--- config.mk ---
export PLATFORM = sky130hd
export DESIGN_NAME = mesh_advert_frame_parser
export DESIGN_NICKNAME = d
export VERILOG_FILES = /design/src/hdl/mafp_pkg.sv /design/src/hdl/mesh_advert_frame_parser.sv /design/src/hdl/mafp_parser.sv /design/src/hdl/mafp_queue.sv
export VERILOG_INCLUDE_DIRS = /design/src /design/src/hdl
export SDC_FILE = /design/constraint.sdc
export NUM_CORES = 1
export LEC_CHECK = 0
export BUFFER_PORTS_ARGS = -buffer_cell sky130_fd_sc_hd__clkbuf_2
export CAP_MARGIN = 10
export CORE_UTILIZATION = 35
export DETAILED_ROUTE_END_ITERATION = 8
export PLACE_DENSITY = 0.59
export SYNTH_ARGS = -nofsm -noshare
export SYNTH_HDL_FRONTEND = slang
export SYNTH_HIERARCHICAL = 1
export SYNTH_SLANG_ARGS = --single-unit
--- constraint.sdc ---
create_clock -name clk -period 11.2 [get_ports clk]
set_input_delay 2.24 -clock clk [delete_from_list [all_inputs] [get_ports clk]]
set_output_delay 2.24 -clock clk [all_outputs]
set_load 0.03 [all_outputs]
--- src/hdl/assert_macros.svh ---
// ----------------------------------------------------------------------------
// Assertion macros
// Shared concurrent assertion forms, clocked on clk and disabled in rst.
// ----------------------------------------------------------------------------
`ifndef ASSERT_MACROS_SVH
`define ASSERT_MACROS_SVH

// The consequent must hold in the same cycle as the antecedent.
`define ASSERT_SAME(lbl, pre, con) \
  lbl: assert property (@(posedge clk) disable iff (rst) (pre) |-> (con)) \
    else $error("assertion failed");

// The consequent must hold in the cycle after the antecedent.
`define ASSERT_NEXT(lbl, pre, con) \
  lbl: assert property (@(posedge clk) disable iff (rst) (pre) |=> (con)) \
    else $error("assertion failed");

`endif

--- src/hdl/mafp_pkg.sv ---
// ----------------------------------------------------------------------------
// Mesh advert frame parser package
// Shared constants, result record and control groups of the frame parser.
// ----------------------------------------------------------------------------
package mafp_pkg;

  localparam int NAME_MAX    = 32;
  localparam int ID_BYTES    = 4;
  localparam int FIXED_LEN   = 100;
  localparam int PAYLOAD_MIN = 101;
  localparam int PAYLOAD_MAX = 184;
  localparam int PATH_MAX    = 64;

  localparam int QUEUE_DEPTH = 4;
  localparam int QPTR_W      = $clog2(QUEUE_DEPTH);
  localparam int QCNT_W      = $clog2(QUEUE_DEPTH + 1);

  localparam logic [3:0] PTYPE_ADVERT = 4'h4;

  localparam logic [1:0] ROUTE_TRANSPORT_FLOOD  = 2'd0;
  localparam logic [1:0] ROUTE_TRANSPORT_DIRECT = 2'd3;

  localparam int FLAG_LOC   = 4;
  localparam int FLAG_FEAT1 = 5;
  localparam int FLAG_FEAT2 = 6;
  localparam int FLAG_NAME  = 7;

  localparam logic signed [35:0] LAT_LIMIT = 36'sd900000000;
  localparam logic signed [35:0] LON_LIMIT = 36'sd1800000000;

  localparam logic KIND_NAME    = 1'b0;
  localparam logic KIND_SUMMARY = 1'b1;

  localparam logic [2:0] ST_OK    = 3'd0;
  localparam logic [2:0] ST_SHORT = 3'd1;
  localparam logic [2:0] ST_PATH  = 3'd2;
  localparam logic [2:0] ST_TYPE  = 3'd3;
  localparam logic [2:0] ST_SIZE  = 3'd4;
  localparam logic [2:0] ST_TRUNC = 3'd5;

  localparam logic [2:0] ROLE_NONE   = 3'd0;
  localparam logic [2:0] ROLE_CHAT   = 3'd1;
  localparam logic [2:0] ROLE_SENSOR = 3'd4;

  typedef struct packed {
    logic               kind;
    logic [7:0]         name_char;
    logic               valid_res;
    logic [2:0]         status;
    logic [2:0]         role;
    logic               loc_found;
    logic signed [30:0] lat_e7;
    logic signed [31:0] lon_e7;
    logic               name_flag;
    logic [5:0]         name_length;
    logic [31:0]        node_id;
  } res_t;

  typedef struct packed {
    logic name_vld;
    logic sum_vld;
  } push_t;

  typedef struct packed {
    logic              space_ok;
    logic [QCNT_W-1:0] level;
  } qstat_t;

endpackage

--- src/hdl/mesh_advert_frame_parser.sv ---
// A byte accepted into the input stage register is parsed from there, and its results are
// written into the result queue, from whose head they leave.
// Throughput: one byte per cycle while the result queue has room for two results; the parser
// stage advances only then, so a name byte plus end-of-frame summary are pushed together.
// Results leave one per cycle while out_ready is high, through the four-entry result queue.
// Reset: rst clears the input stage, the parser to the header phase and the queue.
// ----------------------------------------------------------------------------
// Mesh advert frame parser
// Byte-serial parser of mesh radio advert frames with streamed name bytes.
// ----------------------------------------------------------------------------
`include "assert_macros.svh"

module mesh_advert_frame_parser import mafp_pkg::*; (
  input  logic               clk,
  input  logic               rst,
  input  logic               in_valid,
  output logic               in_ready,
  input  logic [7:0]         data_byte,
  input  logic               last_byte,
  output logic               out_valid,
  input  logic               out_ready,
  output logic               kind,
  output logic [7:0]         name_char,
  output logic               valid_res,
  output logic [2:0]         status,
  output logic [2:0]         role,
  output logic               loc_found,
  output logic signed [30:0] lat_e7,
  output logic signed [31:0] lon_e7,
  output logic               name_flag,
  output logic [5:0]         name_length,
  output logic [31:0]        node_id
);

  logic       s1_valid;
  logic [7:0] s1_data;
  logic       s1_last;
  logic       adv;
  push_t      push;
  res_t       name_res, sum_res, head;
  qstat_t     qstat;

  assign adv      = s1_valid && qstat.space_ok;
  assign in_ready = !s1_valid || adv;

  always_ff @(posedge clk) begin
    if (rst) begin
      s1_valid <= 1'b0;
    end else if (in_ready) begin
      s1_valid <= in_valid;
    end
  end

  always_ff @(posedge clk) begin
    if (in_ready && in_valid) begin
      s1_data <= data_byte;
      s1_last <= last_byte;
    end
  end

  mafp_parser u_parser (
    .clk      (clk),
    .rst      (rst),
    .en       (adv),
    .data     (s1_data),
    .last     (s1_last),
    .push     (push),
    .name_res (name_res),
    .sum_res  (sum_res)
  );

  mafp_queue u_queue (
    .clk      (clk),
    .rst      (rst),
    .push     (push),
    .res_a    (name_res),
    .res_b    (sum_res),
    .pop      (out_ready),
    .head     (head),
    .head_vld (out_valid),
    .stat     (qstat)
  );

  assign kind        = head.kind;
  assign name_char   = head.name_char;
  assign valid_res   = head.valid_res;
  assign status      = head.status;
  assign role        = head.role;
  assign loc_found   = head.loc_found;
  assign lat_e7      = head.lat_e7;
  assign lon_e7      = head.lon_e7;
  assign name_flag   = head.name_flag;
  assign name_length = head.name_length;
  assign node_id     = head.node_id;

  `ASSERT_SAME(a_queue_bound, 1'b1, qstat.level <= QCNT_W'(QUEUE_DEPTH))
  `ASSERT_NEXT(a_beat_captured, in_valid && in_ready, s1_valid)
  `ASSERT_SAME(a_summary_status, out_valid && kind == KIND_SUMMARY, valid_res == (status == ST_OK))
  `ASSERT_SAME(a_name_clean, out_valid && kind == KIND_NAME, !valid_res && status == ST_OK && node_id == 32'd0)

endmodule

--- src/hdl/mafp_parser.sv ---
// ----------------------------------------------------------------------------
// Frame parser core
// Per-byte state update and result formation for one advert frame.
// ----------------------------------------------------------------------------
module mafp_parser import mafp_pkg::*; (
  input  logic       clk,
  input  logic       rst,
  input  logic       en,
  input  logic [7:0] data,
  input  logic       last,
  output push_t      push,
  output res_t       name_res,
  output res_t       sum_res
);

  typedef enum logic [3:0] {
    PH_HEADER    = 4'd0,
    PH_TRANSPORT = 4'd1,
    PH_PATHLEN   = 4'd2,
    PH_PATH      = 4'd3,
    PH_FIXED     = 4'd4,
    PH_FLAGS     = 4'd5,
    PH_LAT       = 4'd6,
    PH_LON       = 4'd7,
    PH_FEAT1     = 4'd8,
    PH_FEAT2     = 4'd9,
    PH_NAME      = 4'd10,
    PH_TAIL      = 4'd11,
    PH_ERROR     = 4'd12
  } phase_t;

  phase_t      phase, phase_next;
  logic [2:0]  fcnt, fcnt_next;
  logic [3:0]  ptype, ptype_next;
  logic [6:0]  path_rem, path_rem_next;
  logic [7:0]  pcount, pcount_next;
  logic [7:0]  flags, flags_next;
  logic [31:0] lat, lat_next;
  logic [31:0] lon, lon_next;
  logic [31:0] prefix, prefix_next;
  logic [2:0]  err, err_next;
  logic [5:0]  ncnt, ncnt_next;

  logic        name_vld;
  logic [7:0]  path_span;
  logic [2:0]  st;
  logic [3:0]  role_raw;
  logic signed [35:0] lat_s, lon_s, la, lo;
  logic        loc_ok;

  function automatic phase_t next_field(input logic [1:0] level, input logic [7:0] f);
    phase_t p;
    if (level == 2'd0 && f[FLAG_LOC]) begin
      p = PH_LAT;
    end else if (level <= 2'd1 && f[FLAG_FEAT1]) begin
      p = PH_FEAT1;
    end else if (level <= 2'd2 && f[FLAG_FEAT2]) begin
      p = PH_FEAT2;
    end else if (f[FLAG_NAME]) begin
      p = PH_NAME;
    end else begin
      p = PH_TAIL;
    end
    return p;
  endfunction

  assign path_span = 8'({2'b00, data[5:0]} * ({6'd0, data[7:6]} + 8'd1));

  always_comb begin
    phase_next    = phase;
    fcnt_next     = fcnt;
    ptype_next    = ptype;
    path_rem_next = path_rem;
    pcount_next   = pcount;
    flags_next    = flags;
    lat_next      = lat;
    lon_next      = lon;
    prefix_next   = prefix;
    err_next      = err;
    ncnt_next     = ncnt;
    name_vld      = 1'b0;

    if (phase >= PH_FIXED && phase <= PH_TAIL && pcount != 8'hFF) begin
      pcount_next = pcount + 8'd1;
    end

    unique case (phase)
      PH_HEADER: begin
        ptype_next = data[5:2];
        fcnt_next  = 3'd0;
        if (data[1:0] == ROUTE_TRANSPORT_FLOOD || data[1:0] == ROUTE_TRANSPORT_DIRECT) begin
          phase_next = PH_TRANSPORT;
        end else begin
          phase_next = PH_PATHLEN;
        end
      end
      PH_TRANSPORT: begin
        fcnt_next = fcnt + 3'd1;
        if (fcnt_next >= 3'd4) begin
          phase_next = PH_PATHLEN;
        end
      end
      PH_PATHLEN: begin
        if (path_span > 8'(PATH_MAX)) begin
          err_next   = ST_PATH;
          phase_next = PH_ERROR;
        end else if (path_span == 8'd0) begin
          if (ptype != PTYPE_ADVERT) begin
            err_next   = ST_TYPE;
            phase_next = PH_ERROR;
          end else begin
            phase_next  = PH_FIXED;
            pcount_next = 8'd0;
          end
        end else begin
          path_rem_next = path_span[6:0];
          phase_next    = PH_PATH;
        end
      end
      PH_PATH: begin
        path_rem_next = path_rem - 7'd1;
        if (path_rem_next == 7'd0) begin
          if (ptype != PTYPE_ADVERT) begin
            err_next   = ST_TYPE;
            phase_next = PH_ERROR;
          end else begin
            phase_next  = PH_FIXED;
            pcount_next = 8'd0;
          end
        end
      end
      PH_FIXED: begin
        if (pcount_next <= 8'(ID_BYTES)) begin
          prefix_next = {prefix[23:0], data};
        end
        if (pcount_next >= 8'(FIXED_LEN)) begin
          phase_next = PH_FLAGS;
        end
      end
      PH_FLAGS: begin
        flags_next = data;
        fcnt_next  = 3'd0;
        phase_next = next_field(2'd0, data);
      end
      PH_LAT: begin
        lat_next  = lat | (32'(data) << {fcnt[1:0], 3'b000});
        fcnt_next = fcnt + 3'd1;
        if (fcnt_next >= 3'd4) begin
          fcnt_next  = 3'd0;
          phase_next = PH_LON;
        end
      end
      PH_LON: begin
        lon_next  = lon | (32'(data) << {fcnt[1:0], 3'b000});
        fcnt_next = fcnt + 3'd1;
        if (fcnt_next >= 3'd4) begin
          fcnt_next  = 3'd0;
          phase_next = next_field(2'd1, flags);
        end
      end
      PH_FEAT1: begin
        fcnt_next = fcnt + 3'd1;
        if (fcnt_next >= 3'd2) begin
          fcnt_next  = 3'd0;
          phase_next = next_field(2'd2, flags);
        end
      end
      PH_FEAT2: begin
        fcnt_next = fcnt + 3'd1;
        if (fcnt_next >= 3'd2) begin
          fcnt_next  = 3'd0;
          phase_next = next_field(2'd3, flags);
        end
      end
      PH_NAME: begin
        if (ncnt < 6'(NAME_MAX)) begin
          name_vld  = 1'b1;
          ncnt_next = ncnt + 6'd1;
        end
      end
      default: begin
      end
    endcase
  end

  assign lat_s    = 36'(signed'(lat_next));
  assign lon_s    = 36'(signed'(lon_next));
  assign la       = (lat_s <<< 3) + (lat_s <<< 1);
  assign lo       = (lon_s <<< 3) + (lon_s <<< 1);
  assign loc_ok   = (la >= -LAT_LIMIT) && (la <= LAT_LIMIT) &&
                    (lo >= -LON_LIMIT) && (lo <= LON_LIMIT);
  assign role_raw = flags_next[3:0];

  always_comb begin
    if (phase_next == PH_ERROR) begin
      st = err_next;
    end else if (phase_next < PH_FIXED) begin
      st = ST_SHORT;
    end else if (pcount_next > 8'(PAYLOAD_MAX) || pcount_next < 8'(PAYLOAD_MIN)) begin
      st = ST_SIZE;
    end else if (phase_next >= PH_LAT && phase_next <= PH_FEAT2) begin
      st = ST_TRUNC;
    end else begin
      st = ST_OK;
    end
  end

  always_comb begin
    name_res           = '0;
    name_res.kind      = KIND_NAME;
    name_res.name_char = data;

    sum_res             = '0;
    sum_res.kind        = KIND_SUMMARY;
    sum_res.status      = st;
    sum_res.name_length = ncnt_next;
    if (st == ST_OK) begin
      sum_res.valid_res = 1'b1;
      sum_res.role      = (role_raw >= {1'b0, ROLE_CHAT} && role_raw <= {1'b0, ROLE_SENSOR}) ?
                          role_raw[2:0] : ROLE_NONE;
      if (flags_next[FLAG_LOC] && loc_ok) begin
        sum_res.loc_found = 1'b1;
        sum_res.lat_e7    = la[30:0];
        sum_res.lon_e7    = lo[31:0];
      end
      sum_res.name_flag = flags_next[FLAG_NAME];
      sum_res.node_id   = prefix_next;
    end
  end

  assign push.name_vld = en & name_vld;
  assign push.sum_vld  = en & last;

  always_ff @(posedge clk) begin
    if (rst || (en && last)) begin
      phase    <= PH_HEADER;
      fcnt     <= '0;
      ptype    <= '0;
      path_rem <= '0;
      pcount   <= '0;
      flags    <= '0;
      lat      <= '0;
      lon      <= '0;
      prefix   <= '0;
      err      <= '0;
      ncnt     <= '0;
    end else if (en) begin
      phase    <= phase_next;
      fcnt     <= fcnt_next;
      ptype    <= ptype_next;
      path_rem <= path_rem_next;
      pcount   <= pcount_next;
      flags    <= flags_next;
      lat      <= lat_next;
      lon      <= lon_next;
      prefix   <= prefix_next;
      err      <= err_next;
      ncnt     <= ncnt_next;
    end
  end

endmodule

--- src/hdl/mafp_queue.sv ---
// ----------------------------------------------------------------------------
// Result queue
// Small queue that takes up to two results per cycle and hands out one.
// ----------------------------------------------------------------------------
module mafp_queue import mafp_pkg::*; (
  input  logic   clk,
  input  logic   rst,
  input  push_t  push,
  input  res_t   res_a,
  input  res_t   res_b,
  input  logic   pop,
  output res_t   head,
  output logic   head_vld,
  output qstat_t stat
);

  res_t              slots [QUEUE_DEPTH];
  logic [QPTR_W-1:0] wr_ptr, rd_ptr;
  logic [QCNT_W-1:0] count;
  logic [QCNT_W-1:0] n_push;
  logic [QPTR_W-1:0] b_ptr;
  logic              do_pop;

  assign n_push   = QCNT_W'(push.name_vld) + QCNT_W'(push.sum_vld);
  assign b_ptr    = wr_ptr + QPTR_W'(push.name_vld);
  assign head_vld = (count != '0);
  assign head     = slots[rd_ptr];
  assign do_pop   = pop && head_vld;

  assign stat.space_ok = (count <= QCNT_W'(QUEUE_DEPTH - 2));
  assign stat.level    = count;

  always_ff @(posedge clk) begin
    if (push.name_vld) begin
      slots[wr_ptr] <= res_a;
    end
    if (push.sum_vld) begin
      slots[b_ptr] <= res_b;
    end
  end

  always_ff @(posedge clk) begin
    if (rst) begin
      wr_ptr <= '0;
      rd_ptr <= '0;
      count  <= '0;
    end else begin
      wr_ptr <= wr_ptr + QPTR_W'(n_push);
      rd_ptr <= rd_ptr + QPTR_W'(do_pop);
      count  <= count + n_push - QCNT_W'(do_pop);
    end
  end

endmodule

---- After elaboration in Yosys (flattened, before gate mapping) ----
Memory sizes are Yosys's and may differ from the RTL's. A register that Yosys moved wholly into a read port is not among the register bits.
Index checks and enable logic that the tools add are counted.
storage, ports and cells
  register bits after elaboration ......... 156
  memory bits (writable) .................. 476
  input port bits ......................... 13
  output and inout bits ................... 121
  logic and storage cells ................. 165
  memories ................................ 1
cells by class
  $add $sub $neg .......................... 13
  $mul .................................... 1
  magnitude comparators ................... 20
  equality and inequality tests ........... 16
  shift-type cells ........................ 1
  multiplexer cells ....................... 59
  bitwise gates (word level) .............. 4
  reductions and logical operators ........ 32
memories
  name           depth  width  read ports  clocked after Yosys merged registers in  wr ports  RTL line          source
  u_queue.slots  4      119    1           1                                        2         mafp_queue.sv:17  res_t slots [QUEUE_DEPTH];
operator list
  kind                                                    count
  2-to-1 mux 32 bit                                       5
  adder 35 x 33 -> 36 bit                                 2
  2-to-1 mux 68 bit                                       1
  2-to-1 mux 64 bit                                       1
  bitwise OR 32 bit                                       2
  2-to-1 mux 4 bit                                        15
  2-to-1 mux 8 bit                                        6
  one-hot mux 4 bit (10 select lines)                     1
  >= comparator 36 x 31 -> 1 bit (second input constant)  1
  >= comparator 36 x 32 -> 1 bit (second input constant)  1
  <= comparator 36 x 31 -> 1 bit (second input constant)  1
  <= comparator 36 x 32 -> 1 bit (second input constant)  1
  2-to-1 mux 3 bit                                        11
  left shift 8 x 5 -> 32 bit                              1
  equality test 4 x 3 -> 1 bit (second input constant)    4
  equality test 4 bit (second input constant)             4
  one-hot mux 8 bit (2 select lines)                      1
  2-to-1 mux 7 bit                                        2
  one-hot mux 7 bit (2 select lines)                      1
  logical AND 1 bit                                       12
  2-to-1 mux 6 bit                                        2
  one-hot mux 3 bit (4 select lines)                      1
  2-to-1 mux 1 bit                                        9
  adder 8 x 1 -> 8 bit (second input constant)            1
  46 further kinds                                        60

---- Depth between registers and ports, before layout ----
Gate-level depths: netlist (run 1).
  depth after elaboration ................. 15
  gate-level depth with buffers ........... 24

---- By module ----
The synthesis (run 1) kept the hierarchy.
modules (own cells, without submodules)
  module                    instances  cells an instance  area each (µm²)
  mafp_queue                1          1199               23770.3
  mafp_parser               1          1774               13675.6
  mesh_advert_frame_parser  1          15                 332.8

---- Worst setup path before layout (run 1) ----
No wires, ideal clock.
  kind .................................... register to register
  start point ............................. reg u_parser.phase[1]
  end point ............................... mem u_queue/slots[2][0] in the netlist's numbering (enable)
  arrival ................................. 9.951 ns
  data required time ...................... 10.439 ns
  path slack .............................. 0.488 ns
  stages on the path, launching flop included .. 10
  buffers on the path ..................... 2
  path through ............................ dfxtp_1 clkbuf_1 nor2b_1 and2_1 nor2b_1 clkbuf_1 nand2_1 inv_1 nand2_1 o21ai_0
RTL lines
  element                 RTL line            source
  from (decl)             mafp_parser.sv:32   phase_t phase, phase_next;
  from (signal assigned)  mafp_parser.sv:248  phase <= phase_next;
  to (decl)               mafp_queue.sv:17

==> run metrics, run 1 <==
share of the synthesized area in the top cell type 38.6%; post-DR vias/cell 5.30; Mean Syn Cell Area 12.6 sq um; Synth area leader edfxtp_1; Placer Congestion 0.850; leakage 0.0155 uW; Slew @ Worst Pin 1.07 ns; # nets final 3143; multi-input logic area 18500 sq um; synth warn 6; vias post-DR 23900; status completed; Seq cells post-synth 632; minimum clock period 7.79 ns; DRT iter0 DRCs 1494; Die Wd 331 um; ys flop type edfxtp_1; Antenna diodes 0; worst setup margin 3.41 ns; max-cap violations 0; # IOs 134; Max clock buf depth 3; top-count cell post-synth edfxtp_1; clock-pin transition on the worst setup and hold timing paths 0.06 ns; chip height 331 um; Power per Cell Area 163 nW/um^2; register area share after synthesis 46.3%; core outline area 107000 sq um; worst hold path type flip-flop to flip-flop; number of buffers created by CTS 72; Post-synth EDFFs 485; Peak VDD IR 96.8 uV; H-tree depth 3; Cells after Synth 2988; register area 17500 sq um; die area 109000 sq um; initial antenna violation count 1; Area Overhead vs Synth 9.56%; WL final 91300 um; Hold WS 0.437 ns; CTS resizes 0; fillcell total 10200; Finish-stage setup viols 0; CTS tree done; final slew viol count 0; Rel. slew slack 27.9%; share of cells above drive strength 1 31.2%; Cell Area, Synth 37800 sq um; Worst Setup End Kind flip-flop; Worst R2R Path Depth 20; Starting Density 35.3%; post-route cell area 41400 sq um; CP Data Arrival Time 8.16 ns; WL/cell 20.3 um; Setup WS pre-CTS 3.66 ns; total grt overflow 0; Fin. Hold Viols 0; worst hold stages 2; Num Clock Sinks 632; PortBufs 133; f_max 0.128 GHz; num rows 120; cts hold-fix bufs 0; Worst Path Max Fanout 32; Antenna Nets Post-Route 0; Pre-antenna DRT Iters 5; Post-synth ARST share 0%; vias in the first global route 24400; DP Wirelength 56900 um; worst skew pair latency 0.64 ns; global-route wire length before repair 142000 um; crit share post-route 69.5%; clock root cell clkbuf_16; setup total negative slack 0 ns; Post-CTS Setup Inserts 0; Area contributors post-synth edfxtp_1 39%, mux2_2 11%, dfxtp_1 7.8%, mux4_2 7.1%, mux2_4 4.0%; Post-synth top cells 485 x edfxtp_1, 360 x mux2_2, 208 x nand2_1; clock skew 0.0311 ns; Critical Path RT 11.57 ns; Tot GR Track Use 16.6%; Worst Setup Path Type flip-flop to flip-flop; nature of the critical path startpoint flip-flop; DRC violations left 0; Distinct cells, synth 101; dpl cell area 39000 sq um; largest net degree at the start of global routing 96; unrepaired setup endpoints after global routing no
==> final timing paths <==
kind	start	end	slack (ns)
worst max-delay path	u_parser/phase[3]	u_queue/slots[3][42]	3.41
worst min-delay path	u_parser/err[2]	u_parser/err[2]	0.44
worst max register to register	u_parser/phase[3]	u_queue/slots[3][42]	3.41
worst min register to register	u_parser/err[2]	u_parser/err[2]	0.44
==> stage by stage <==
stage          std cells  power, uW  utilization [%]
6_report            4498       6760             38.7
3_3_place_gp        4367       4440             36.4
4_1_cts             4498       6870             38.7
2_1_floorplan       3108       4050                -
5_1_grt             4498       7050             38.7
3_5_place_dp        4367       4440             36.4
==> routing by layer <==
metal  part of all wire (%)  global-route usage (%)  vias to the layer above
met2                     49                    28.3                      459
met5                 0.0088                       0                        -
li1                       -                       -                    11300
met3                    5.1                    3.25                       99
met1                     45                    21.4                    12000
met4                    1.7                    4.49                        2
==> layout by cell type, fill, tap and decap left out, types with 33 or more instances in the layout <==
cell type  count
nor2_1       109
o211a_1       58
edfxtp_1     485
clkbuf_2     133
nor4_2        58
a21oi_1      170
mux4_2       119
mux2_2       360
xor2_1        41
mux2i_1       41
dfxtp_1      145
xnor2_1       40
a21o_1        75
nor3_1        33
nand3_1       50
mux2_4       100
buf_4         45
inv_1         55
nand2_1      206
o21ai_0       81
conb_1       122
clkbuf_16     73
ha_1          84
==> state kept, by name (all words and copies together), names as in the netlist, 4 cells and up <==
| name | cells |
|---|---|
| u_queue/slots | 476 |
| u_parser/lat | 32 |
| u_parser/lon | 32 |
| u_parser/prefix | 32 |
| s1_data | 8 |
| u_parser/flags | 8 |
| u_parser/pcount | 8 |
| u_parser/path_rem | 7 |
| u_parser/ncnt | 6 |
| u_parser/phase | 4 |
| u_parser/ptype | 4 |
==> critical path, cell delays in order (launching register included) <==
cell      delay (ns)
dfxtp_1         0.37
inv_1           0.12
ha_1            0.40
nand3_1         0.30
nor3b_1         0.86
a21o_1          0.27
ha_1            0.36
a21oi_1         0.28
o21ai_0         0.16
a41oi_1         0.23
o31ai_1         0.20
a221o_1         0.41
a221oi_1        0.43
xor2_1          0.19
or3_1           0.39
a211oi_1        0.69
a2111o_2        0.31
buf_4           0.40
buf_4           0.61
nor4b_2         0.16
mux2_2          0.32
==> logic make-up (layout without fill, tap and decap cells) <==
family | count (synthesis) | count (layout) | synth area share (%)
mux | 641 | 641 | 23.5
fa+ha+maj | 92 | 92 | 3.21
flops | 632 | 632 | 46.3
buf+inv | 379 | 366 | 6.11
other cells | 2 | 122 | 0.0199
simple gates | 624 | 624 | 9.22
xor+xnor | 82 | 82 | 1.92
compound gates | 536 | 536 | 9.68
==> final cells by class <==
| type | instances | share of cell area [%] |
|---|---|---|
| Tap cell | 1403 | 4.24 |
| Timing Repair Buffer | 179 | 2.47 |
| Clock inverter | 35 | 1.08 |
| Multi-Input combinational cell | 2097 | 44.7 |
| Clock buffer | 96 | 4.69 |
| Sequential cell | 632 | 42.3 |
| Inverter | 56 | 0.508 |
==> where the power goes <==
group	internal, uW	switching, uW	total [uW]
sequential	2600	67.6	2670
combinational	619	1070	1690
clock	1420	989	2410
Power figures use the tool's default switching activity.
==> run 2: changes to the inputs <==
==> constraint.sdc (replaced) <==
create_clock -name clk -period 6.5 [get_ports clk]
set_input_delay 1.3 -clock clk [delete_from_list [all_inputs] [get_ports clk]]
set_output_delay 1.3 -clock clk [all_outputs]
set_load 0.03 [all_outputs]
==> run metrics, run 2 (synthesis results as in run 1) <==
status completed; final core utilization 39.1% (+0.47 points); unrepaired setup endpoints after global routing yes; most frequent cells in the layout 485 x edfxtp_1, 360 x mux2_2, 206 x nand2_1, 170 x a21oi_1, 145 x dfxtp_1; CP Data Arrival Time 6.69 ns (-1.47 ns); nature of the critical path startpoint flip-flop; DRC violations left 0 (unchanged); Antenna Nets Post-Route 0 (unchanged); Pre-antenna DRT Iters 5 (unchanged); PortBufs 133 (unchanged); Antenna diodes 0 (unchanged); DRT iter0 DRCs 1655 (+11%); worst skew pair latency 0.63 ns (about the same); Rel. slew slack 6.48% (-21 points); die area 109000 sq um (unchanged); vias in the first global route 24200 (-1.1%); clock skew 0.0332 ns (+0.00203 ns); vias post-DR 23800 (-0.11%); Worst Path Max Fanout 40 (+25%); Area Overhead vs Synth 10.9%; chip height 331 um (unchanged); WL final 91400 um (+0.13%); # nets final 3180 (+1.2%); Worst Setup Path Type flip-flop to flip-flop; f_max 0.161 GHz (+25%); crit share post-route 95.6% (+26 points); total grt overflow 0 (unchanged); worst hold path type flip-flop to flip-flop; clock root cell clkbuf_16; Reg with most FFs u_queue/slots; max reg flops 476 (unchanged); post-route cell area 41900 sq um (+1.2%); commonest non-fill, non-tap cell in the layout edfxtp_1; Slew @ Worst Pin 1.40 ns (+0.330 ns); Post-CTS Setup Inserts 0 (unchanged); Die Wd 331 um (unchanged); register area 17500 sq um (unchanged); Tot GR Track Use 16.6% (about the same); Power per Cell Area 274 nW/um^2 (+68%); Num Clock Sinks 632 (unchanged); global-route wire length before repair 141000 um (about the same); num rows 120 (unchanged); dpl cell area 39500 sq um (+1.3%); Peak VDD IR 207 uV (+110%); fillcell total 10100 (-0.67%); leakage 0.0157 uW (+1.1%); Fin. Hold Viols 0 (unchanged); Setup WS pre-CTS 0.0743 ns (-3.58 ns); share of cells above drive strength 1 32.3% (+1.1 points); Hold WS 0.437 ns (+0.000166 ns); post-DR vias/cell 5.26 (-0.88%); multi-input logic area 18700 sq um (+1.1%); # IOs 134 (unchanged); final slew viol count 0 (unchanged); cts hold-fix bufs 0 (unchanged); Worst Setup End Kind flip-flop; DP Wirelength 57900 um (+1.7%); clock-pin transition on the worst setup and hold timing paths 0.06 ns (about the same); worst setup margin 0.286 ns (-3.13 ns); CTS tree done; Placer Congestion 0.860 (+1.2%); total power 11500 uW (+70%); Critical Path RT 6.98 ns (-4.59 ns); Starting Density 35.3% (unchanged); Finish-stage setup viols 0 (unchanged); number of buffers created by CTS 69 (-4.2%); minimum clock period 6.21 ns (-1.57 ns); max-cap violations 0 (unchanged); largest net degree at the start of global routing 120 (+25%); H-tree depth 3 (unchanged); Max clock buf depth 3 (unchanged); WL/cell 20.2 um (-0.64%); initial antenna violation count 0 (-1); core outline area 107000 sq um (unchanged)
[run 2: changes by cell type in the layout (fill, tap and decap cells not counted), moves of 5 or more]
| cell | delta |
|---|---|
| nor4_4 | +17 |
| buf_4 | +25 |
| clkbuf_8 | +5 |
| nor4_2 | -16 |
| buf_12 | +15 |
| bufinv_16 | -6 |
[run 2: cell type report]
cell class              count  area share, %
inverters                  56          0.502
repair buffers            219           3.61
well taps                1403           4.19
flip-flops and latches    632           41.8
clock buffers             101           4.67
multi-input cells        2097           44.6
clock inverters            25          0.579
[run 2: path summary, 6_finish.rpt]
kind	cells after the start	from	end	slack (ns)
hold reg to reg	2	u_parser/err[2]	u_parser/err[2]	0.44
setup / recovery	21	s1_data[6]	u_queue/slots[1][67]	0.29
hold / removal	2	u_parser/err[2]	u_parser/err[2]	0.44
setup reg to reg	21	s1_data[6]	u_queue/slots[1][67]	0.29
[run 2: critical path, stage by stage (launching register included)]
cell and delay, ns:
edfxtp_1 0.42, inv_1 0.17, ha_1 0.30, nand2b_1 0.19
fa_1 0.53, inv_1 0.05, ha_1 0.22, fa_1 0.46
or3_1 0.35, nor3_1 0.19, o21ai_0 0.24, nor4b_1 0.31
o21ai_0 0.40, nand2_1 0.26, o21ai_1 0.08, a22oi_1 0.20
o31ai_1 0.11, buf_4 0.16, or3_4 0.42, buf_12 0.20
nor4_2 0.48, mux2_4 0.23
[run 2: repair_timing]
item	CTS	global route
gates resized for setup	1	26
setup endpoints to repair	1	373
pin swaps	0	0
[run 2: through the flow]
| step | cells | TNS, ns |
|---|---|---|
| after global routing | 4533 | -1.33 |
| after global placement | 4407 | 0 |
| after floorplan | 3108 | -120.09 |
| after detailed placement | 4407 | 0 |
| final | 4533 | 0 |
| after CTS | 4533 | 0 |
[run 2: per-layer routing]
layer  track usage, %  vias up  share of wire (%)
li1                 -    11400                  -
met1             21.9    11900                 45
met2             28.0      396                 49
met3             2.93      117                4.2
met4             4.41        0                2.0
met5                0        -                  0
[run 2: where the power goes]
group	total (uW)	internal (uW)	switching, uW
clock	3860	2190	1670
combinational	2990	1130	1860
sequential	4630	4480	143
total	11500	7810	3670
